### src/hw/rtl/geoenc_pkg.sv
// ----------------------------------------------------------------------------
// geoenc_pkg: shared constants and functions of the geohash encoder
// Fixed-point limits, field widths and the base32 character table.
// ----------------------------------------------------------------------------
`default_nettype none

package geoenc_pkg;

  // Field widths
  localparam int LatW   = 39;
  localparam int LonW   = 40;
  localparam int OffW   = 40;   // offset-domain coordinate width
  localparam int CodeW  = 60;
  localparam int SymW   = 5;
  localparam int CharW  = 7;
  localparam int PrecW  = 4;
  localparam int StepW  = 6;

  localparam logic [PrecW-1:0] MaxChars   = 4'd12;
  localparam logic [PrecW-1:0] PrecReset  = 4'd12;

  // Saturation limits, 31 fraction bits, signed 41-bit domain
  localparam logic signed [OffW:0] LatLim = 41'sd193273528320;  // 90 deg
  localparam logic signed [OffW:0] LonLim = 41'sd386547056640;  // 180 deg

  // Full spans in the offset domain
  localparam logic [OffW-1:0] LatSpan = 40'd386547056640;       // 180 deg
  localparam logic [OffW-1:0] LonSpan = 40'd773094113280;       // 360 deg

  // Geohash base32 alphabet, ASCII
  localparam logic [CharW-1:0] B32Table [32] = '{
    7'd48,  7'd49,  7'd50,  7'd51,  7'd52,  7'd53,  7'd54,  7'd55,
    7'd56,  7'd57,  7'd98,  7'd99,  7'd100, 7'd101, 7'd102, 7'd103,
    7'd104, 7'd106, 7'd107, 7'd109, 7'd110, 7'd112, 7'd113, 7'd114,
    7'd115, 7'd116, 7'd117, 7'd118, 7'd119, 7'd120, 7'd121, 7'd122
  };

  function automatic logic [CharW-1:0] b32_char(input logic [SymW-1:0] sym);
    return B32Table[sym];
  endfunction

endpackage

`default_nettype wire

### src/hw/rtl/geohash_encoder_top.sv
// ----------------------------------------------------------------------------
// geohash_encoder_top: geohash encoder, coordinate pair to base32 characters
// Saturates latitude and longitude, bisects both axes with one shared
// midpoint adder and comparator, then emits one character word per symbol.
// ----------------------------------------------------------------------------
// Operation: after input accept, 5*P bisection steps, where P is the clamped
// precision (1..12), one bisection step per cycle in the shared midpoint
// unit; then P characters, one per cycle while the output is not stalled.
// A new pair is not accepted until the last character of the current pair
// has been emitted.
// Reset: asynchronous, active low; returns to idle, precision becomes 12.
`default_nettype none

module geohash_encoder_top (
  input  wire logic                                clk_i,
  input  wire logic                                rst_ni,
  // Input channel
  input  wire logic                                in_valid_i,
  output      logic                                in_stall_o,
  input  wire logic signed [geoenc_pkg::LatW-1:0]  latitude_i,
  input  wire logic signed [geoenc_pkg::LonW-1:0]  longitude_i,
  // Configuration channel
  input  wire logic                                cfg_valid_i,
  output      logic                                cfg_ready_o,
  input  wire logic [geoenc_pkg::PrecW-1:0]        cfg_precision_i,
  // Output channel
  output      logic                                out_valid_o,
  input  wire logic                                out_stall_i,
  output      logic [geoenc_pkg::SymW-1:0]         symbol_o,
  output      logic [geoenc_pkg::CharW-1:0]        char_code_o,
  output      logic [geoenc_pkg::CodeW-1:0]        code_value_o,
  output      logic                                last_o
);

  typedef enum logic [1:0] {
    StIdle,
    StEnc,
    StEmit
  } state_e;

  state_e                          state_q;
  logic [geoenc_pkg::PrecW-1:0]    prec_q;
  logic [geoenc_pkg::PrecW-1:0]    nch_q;
  logic [geoenc_pkg::StepW-1:0]    nbits_q;
  logic [geoenc_pkg::StepW-1:0]    step_q;
  logic [geoenc_pkg::PrecW-1:0]    chr_q;
  logic [geoenc_pkg::OffW-1:0]     ulat_q, ulon_q;
  logic [geoenc_pkg::OffW-1:0]     lat_lo_q, lat_hi_q, lon_lo_q, lon_hi_q;
  logic [geoenc_pkg::CodeW-1:0]    code_q;
  logic [geoenc_pkg::CodeW-1:0]    sym_sr_q;

  // Handshakes
  logic in_acc, out_free;
  assign in_stall_o  = (state_q != StIdle);
  assign cfg_ready_o = (state_q == StIdle);
  assign in_acc      = in_valid_i && !in_stall_o;
  assign out_free    = !out_valid_o || !out_stall_i;

  // Saturate and move inputs into the non-negative offset domain
  logic signed [geoenc_pkg::OffW:0] lat_s, lon_s, lat_c, lon_c;
  logic        [geoenc_pkg::OffW:0] ulat_w, ulon_w;
  always_comb begin
    lat_s = (geoenc_pkg::OffW + 1)'(latitude_i);
    lon_s = (geoenc_pkg::OffW + 1)'(longitude_i);
    if (lat_s > geoenc_pkg::LatLim) begin
      lat_c = geoenc_pkg::LatLim;
    end else if (lat_s < -geoenc_pkg::LatLim) begin
      lat_c = -geoenc_pkg::LatLim;
    end else begin
      lat_c = lat_s;
    end
    if (lon_s > geoenc_pkg::LonLim) begin
      lon_c = geoenc_pkg::LonLim;
    end else if (lon_s < -geoenc_pkg::LonLim) begin
      lon_c = -geoenc_pkg::LonLim;
    end else begin
      lon_c = lon_s;
    end
    ulat_w = unsigned'(lat_c + geoenc_pkg::LatLim);
    ulon_w = unsigned'(lon_c + geoenc_pkg::LonLim);
  end

  // Clamp precision and derive the bit count
  logic [geoenc_pkg::PrecW-1:0] nch_w;
  logic [geoenc_pkg::StepW-1:0] nbits_w;
  always_comb begin
    if (prec_q == '0) begin
      nch_w = 4'd1;
    end else if (prec_q > geoenc_pkg::MaxChars) begin
      nch_w = geoenc_pkg::MaxChars;
    end else begin
      nch_w = prec_q;
    end
    nbits_w = geoenc_pkg::StepW'({nch_w, 2'b00}) + geoenc_pkg::StepW'(nch_w);
  end

  // Shared bisection unit: even steps longitude, odd steps latitude
  logic                          axis_lat, ge;
  logic [geoenc_pkg::OffW-1:0]   lo_w, hi_w, val_w, mid_w;
  logic [geoenc_pkg::OffW:0]     sum_w;
  logic [geoenc_pkg::CodeW-1:0]  code_w;
  always_comb begin
    axis_lat = step_q[0];
    lo_w     = axis_lat ? lat_lo_q : lon_lo_q;
    hi_w     = axis_lat ? lat_hi_q : lon_hi_q;
    val_w    = axis_lat ? ulat_q   : ulon_q;
    sum_w    = {1'b0, lo_w} + {1'b0, hi_w};
    mid_w    = sum_w[geoenc_pkg::OffW:1];
    ge       = (val_w >= mid_w);
    code_w   = code_q | (ge ? (geoenc_pkg::CodeW'(1) << step_q) : '0);
  end

  // Sequencer, datapath and output register
  always_ff @(posedge clk_i or negedge rst_ni) begin
    if (!rst_ni) begin
      state_q      <= StIdle;
      prec_q       <= geoenc_pkg::PrecReset;
      nch_q        <= '0;
      nbits_q      <= '0;
      step_q       <= '0;
      chr_q        <= '0;
      ulat_q       <= '0;
      ulon_q       <= '0;
      lat_lo_q     <= '0;
      lat_hi_q     <= geoenc_pkg::LatSpan;
      lon_lo_q     <= '0;
      lon_hi_q     <= geoenc_pkg::LonSpan;
      code_q       <= '0;
      sym_sr_q     <= '0;
      out_valid_o  <= 1'b0;
      symbol_o     <= '0;
      char_code_o  <= '0;
      code_value_o <= '0;
      last_o       <= 1'b0;
    end else begin
      // Take the precision register write
      if (cfg_valid_i && cfg_ready_o) begin
        prec_q <= cfg_precision_i;
      end
      // Drop the output word once taken; the emit state reloads it itself
      if (out_valid_o && !out_stall_i && state_q != StEmit) begin
        out_valid_o <= 1'b0;
      end
      unique case (state_q)
        StIdle: begin
          if (in_acc) begin
            ulat_q   <= ulat_w[geoenc_pkg::OffW-1:0];
            ulon_q   <= ulon_w[geoenc_pkg::OffW-1:0];
            lat_lo_q <= '0;
            lat_hi_q <= geoenc_pkg::LatSpan;
            lon_lo_q <= '0;
            lon_hi_q <= geoenc_pkg::LonSpan;
            code_q   <= '0;
            step_q   <= '0;
            nch_q    <= nch_w;
            nbits_q  <= nbits_w;
            state_q  <= StEnc;
          end
        end
        StEnc: begin
          // Advance one bisection step on the selected axis
          if (axis_lat) begin
            if (ge) lat_lo_q <= mid_w;
            else    lat_hi_q <= mid_w;
          end else begin
            if (ge) lon_lo_q <= mid_w;
            else    lon_hi_q <= mid_w;
          end
          code_q <= code_w;
          step_q <= step_q + 6'd1;
          if (step_q == nbits_q - 6'd1) begin
            sym_sr_q <= code_w;
            chr_q    <= '0;
            state_q  <= StEmit;
          end
        end
        StEmit: begin
          // Emit one character word whenever the output register is free
          if (out_free) begin
            out_valid_o  <= 1'b1;
            symbol_o     <= sym_sr_q[geoenc_pkg::SymW-1:0];
            char_code_o  <= geoenc_pkg::b32_char(sym_sr_q[geoenc_pkg::SymW-1:0]);
            code_value_o <= code_q;
            last_o       <= (chr_q == nch_q - 4'd1);
            sym_sr_q     <= sym_sr_q >> geoenc_pkg::SymW;
            chr_q        <= chr_q + 4'd1;
            if (chr_q == nch_q - 4'd1) begin
              state_q <= StIdle;
            end
          end
        end
        default: begin
          state_q <= StIdle;
        end
      endcase
    end
  end

`ifndef ASSERT_OFF
  // An accepted pair keeps the input stalled on the next cycle
  assert property (@(posedge clk_i) disable iff (!rst_ni)
    in_valid_i && !in_stall_o |=> in_stall_o)
    else $error("input not stalled after accept");

  // The step counter never runs past the bit count
  assert property (@(posedge clk_i) disable iff (!rst_ni)
    state_q == StEnc |-> step_q < nbits_q)
    else $error("bisection step beyond bit count");

  // The character code always matches its symbol
  assert property (@(posedge clk_i) disable iff (!rst_ni)
    out_valid_o |-> char_code_o == geoenc_pkg::b32_char(symbol_o))
    else $error("character code does not match symbol");

  // Characters of a pair stop at the clamped precision
  assert property (@(posedge clk_i) disable iff (!rst_ni)
    state_q == StEmit |-> chr_q < nch_q)
    else $error("character count beyond precision");
`endif

endmodule

`default_nettype wire
### config.mk
export PLATFORM = sky130hd
export DESIGN_NAME = geohash_encoder_top
export DESIGN_NICKNAME = d
export VERILOG_FILES = /design/src/hw/rtl/geoenc_pkg.sv /design/src/hw/rtl/geohash_encoder_top.sv
export SDC_FILE = /design/constraint.sdc
export NUM_CORES = 1
export LEC_CHECK = 0
export BUFFER_PORTS_ARGS = -buffer_cell sky130_fd_sc_hd__clkbuf_2
export CAP_MARGIN = 20
export CELL_PAD_IN_SITES_DETAIL_PLACEMENT = 2
export CELL_PAD_IN_SITES_GLOBAL_PLACEMENT = 2
export CORE_ASPECT_RATIO = 1.5
export CORE_MARGIN = 2
export CORE_UTILIZATION = 38
export DETAILED_ROUTE_END_ITERATION = 6
export PLACE_DENSITY = 0.85
export SLEW_MARGIN = 20
export SYNTH_ARGS = -nofsm -noshare
export SYNTH_HDL_FRONTEND = slang
export SYNTH_SLANG_ARGS = --single-unit
### constraint.sdc
create_clock -name clk_i -period 7.95 [get_ports clk_i]
set_input_delay 0.3975 -clock clk_i [delete_from_list [all_inputs] [get_ports clk_i]]
set_output_delay 0.3975 -clock clk_i [all_outputs]
set_load 0.02 [all_outputs]
==> qor.yml <==
run_status:
  status: "complete, no violations"
global_route:
  grt_pass1_vias: 22600
  grtUsageTotal_pct: 28.3
  grt_overflow: 0
  grt_max_degree: 118
  grt_pass1_wl_um: 137000
  antenna_found_initial: 0
critical_path:
  slowest_stage: "dfrtp_4"
  worstPathArrival_ns: 8.18
  cp_top_family: "compound AO/OA/AOI/OAI gates"
  crit_path_max_incr_delay_ns: 0.64
  crit_top_cell: "o21ai_0"
  path_buf_inv: 3
  cp.required_ns: 8.48
  path_cells: "buf_12 -> o21ai_0 -> fa_1 -> a211oi_1 -> o21bai_1 -> nand4_1 -> a21oi_1 -> a21boi_0 -> o21ai_0 -> a311oi_1 -> xnor2_1 -> inv_1 -> ha_1 -> nand4_1 -> nor4_1 -> o21ai_0 -> o2111a_1 -> a221o_1 -> o2bb2ai_1 -> o31a_2 -> nor3_4 -> buf_4 -> a22o_1"
  crit_type: "register to register"
  endpoint_kind: "register"
  critPathMaxFanout: 22
  worst_setup_path_start_kind: "register"
placed_design:
  gp_congestion: 0.846
  post-place-ws_ns: -0.0622
  place_hpwl_um: 58200
  post_dp_cell_area_sq_um: 24800
  portBuffers: 163
  dp_cells: 3167
sta:
  setup_ws_ns: 0.308
  max_slew_margin_pct: 31.0
  hold_slack_ns: 0.0188
  fin_crit_sh_pct: 96.1
  min_period_ns: 7.64
  finalSetupViolCount: 0
  finalSetupTns_ns: 0
  drv_slew: 0
  skew_ns: 0.0294
  worst_slew_pin_slew_ns: 1.03
  fmax_ghz: 0.131
  hold_violations: 0
power:
  power.leakage_nw: 12.4
  pwr_density_cell_nw_per_um2: 525
  worst_ir_drop_vdd_v: 0.000313
synth:
  synth_nets: 2500
  syn_avg_cell_area_sq_um: 10.0
  synth-xor-area-share_pct: 2.08
  synth-compound-area-share_pct: 21.2
  yosys.area_share.simple_pct: 12.2
  syn-cell-area_sq_um: 23100
  synth_warnings: 0
  synth_top_family_by_area: "compound AO/OA/AOI/OAI gates"
  synth_fa_ha_area_share_pct: 5.31
  synthMuxAreaShare_pct: 6.04
  synth-seq-area-share_pct: 49.6
  syn_inst: 2315
  ys_types: 70
  synthArstFlopShare_pct: 100
  synth_edf_count: 0
  synth_seq_cells: 458
  ys.flop_type: "dfrtp_1"
clock_tree:
  cts-buffers-inserted: 48
  cts_sinks: 458
  cts_buffer_depth: 3
  cts.htree.levels: 2
  clockRootBuffer: "clkbuf_16"
  clk_pin_slew_ns: 0.07
  clock_latency_ns: 0.62
  cts_tree: "built"
floorplan:
  rows: 110
  dieArea_sq_um: 62900
  io_pins: 164
  core_area_sq_um: 60100
  dieHeight_um: 306
  start_util_pct: 38.5
  die_w_um: 205
final_layout:
  nNetsFinal: 2620
  fin_area_sq_um: 26500
  drive_gt1_share_pct: 18.3
  nFillCells: 6231
  area_growth_pct: 14.7
  final_cells: 3258
  antennaDiodeCount: 0
detailed_routing:
  drc: 0
  num_vias: 19600
  drt.antenna.violating_nets: 0
  firstDrtPassIters: 5
  wl_per_cell_um: 27.0
  via_per_inst: 6.01
  initialDrtViolationCount: 1153
  wl_um: 88000
hold_path:
  worstHoldPathType: "input pin to register"
flow_run:
  maxCapViolations: 0
[through the flow]
step | total power, W | utilization (%)
finish | 0.0139 | 44.1
global route | 0.0147 | 44.1
CTS | 0.0139 | 44.1
detailed placement | 0.0112 | 41.3
global placement | 0.0106 | 41.3
floorplan | 0.00843 | -
[layer usage]
layer,global-route usage (%),up-vias,routed length (um)
met1,30.2,10200,32000
met3,3.32,288,2740
met5,0,-,0
met4,18.6,0,6750
met2,51.7,536,46500
li1,-,8560,-
[layout by cell type, fill, tap and decap left out, types with 8 or more instances in the layout]
cell type and n:
a22o_1 218, o2bb2ai_1 22, inv_1 63, nor3_1 14, xor2_1 22, nor2_1 67
nand2_1 416, nand2b_1 13, dfrtp_1 447, nor4_1 18, clkbuf_16 50, ha_1 95
buf_4 43, o31ai_1 9, dfstp_2 10, xnor2_1 33, and3_1 11, mux2_2 118
nand3_1 42, a21o_1 25, a211oi_1 12, clkbuf_1 10, nand4_1 19, nor2b_1 13
clkinv_2 8, o21ai_0 222, clkbuf_2 162, clkbuf_8 12, a21oi_1 129, o21a_1 9
[what timing repair did]
item	CTS	global route
resized for setup	3	6
hold endpoints to repair	80	0
hold buffers	1	0
endpoints found under the setup margin	264	273
setup buffers	1	0
[cell type report]
| type | instances | area, sq um | area share (%) |
|---|---|---|---|
| repair buffers | 215 | 1290 | 4.87 |
| flip-flops and latches | 458 | 11500 | 43.2 |
| clock buffers | 72 | 1450 | 5.48 |
| inverters | 63 | 236 | 0.891 |
| multi-input cells | 1649 | 10900 | 41.1 |
| clock inverters | 17 | 189 | 0.712 |
| well taps | 784 | 981 | 3.70 |
[registers in the layout, summed over array words and instances (netlist names), 40 cells and up]
name,flops
sym_sr_q,60
ulon_q,40
lon_lo_q,40
lon_hi_q,40
lat_lo_q,40
code_q,60
lat_hi_q,40
code_value_o,60
ulat_q,40
[where the power goes]
group	internal [W]	switching, W	total, W
Combinational	0.00263	0.00499	0.00762
Sequential	0.00322	0.000698	0.00392
Clock	0.00137	0.00103	0.00240
Total	0.00722	0.00672	0.0139
[logic make-up (layout without fill, tap and decap cells)]
logic type,after synthesis,count (layout)
flops,458,458
simple gates,650,650
compound gates,722,722
fa+ha+maj,97,97
buf+inv,208,367
xor+xnor,55,55
mux,125,125
[synthesized netlist by cell type, types with 5 or more instances]
cell	n	area share [%]
nand4_1	19	0.51
o21ai_0	222	4.8
xnor2_1	33	1.2
mux2i_1	7	0.30
clkbuf_1	116	1.9
o211ai_1	6	0.19
o22ai_1	6	0.16
dfstp_2	10	1.1
nand2b_1	13	0.35
ha_1	95	5.1
or2_2	7	0.19
buf_2	19	0.41
nor2_1	69	1.1
and2_1	5	0.14
and3_1	11	0.30
o21bai_1	5	0.16
nor2b_1	13	0.35
nor3_1	14	0.30
inv_1	63	1.0
mux2_2	118	5.7
a211oi_1	12	0.39
a31oi_1	5	0.14
buf_4	6	0.19
o2bb2ai_1	22	0.83
nor4_1	18	0.49
or3_1	5	0.14
a22o_1	218	8.3
a21oi_1	131	2.8
dfrtp_1	448	48
nand3_1	42	0.91
a311oi_1	5	0.19
o22a_1	5	0.19
a21o_1	25	0.81
o31ai_1	9	0.29
o21a_1	9	0.29
nand2_1	418	6.8
xor2_1	22	0.83
[worst reg2reg max path, stage by stage, from the launching register on]
cell	delay (ns)
dfrtp_4	0.64
buf_12	0.25
o21ai_0	0.38
fa_1	0.36
a211oi_1	0.13
o21bai_1	0.32
nand4_1	0.20
a21oi_1	0.41
a21boi_0	0.22
o21ai_0	0.38
a311oi_1	0.18
xnor2_1	0.49
inv_1	0.22
ha_1	0.40
nand4_1	0.16
nor4_1	0.34
o21ai_0	0.23
o2111a_1	0.33
a221o_1	0.38
o2bb2ai_1	0.20
o31a_2	0.50
nor3_4	0.24
buf_4	0.36
a22o_1	0.25
[final timing paths]
| kind | from | to | slack [ns] | cells past startpoint |
|---|---|---|---|---|
| worst min-delay path | longitude_i[27] | ulon_q[27]$_DFFE_PN0P_ | 0.02 | 2 |
| max in group asynchronous | rst_ni | code_q[9]$_DFFE_PN0P_ | 5.62 | 4 |
| min in group asynchronous | rst_ni | char_code_o[2]$_DFFE_PN0P_ | 0.40 | 2 |
| worst max register to register | step_q[0]$_DFFE_PN0P_ | lat_lo_q[21]$_DFFE_PN0P_ | 0.31 | 23 |
| worst min register to register | char_code_o[5]$_DFFE_PN0P_ | char_code_o[5]$_DFFE_PN0P_ | 0.47 | 1 |
| worst max-delay path | step_q[0]$_DFFE_PN0P_ | lat_lo_q[21]$_DFFE_PN0P_ | 0.31 | 23 |
Note: power is estimated with default switching activity, not from simulation.
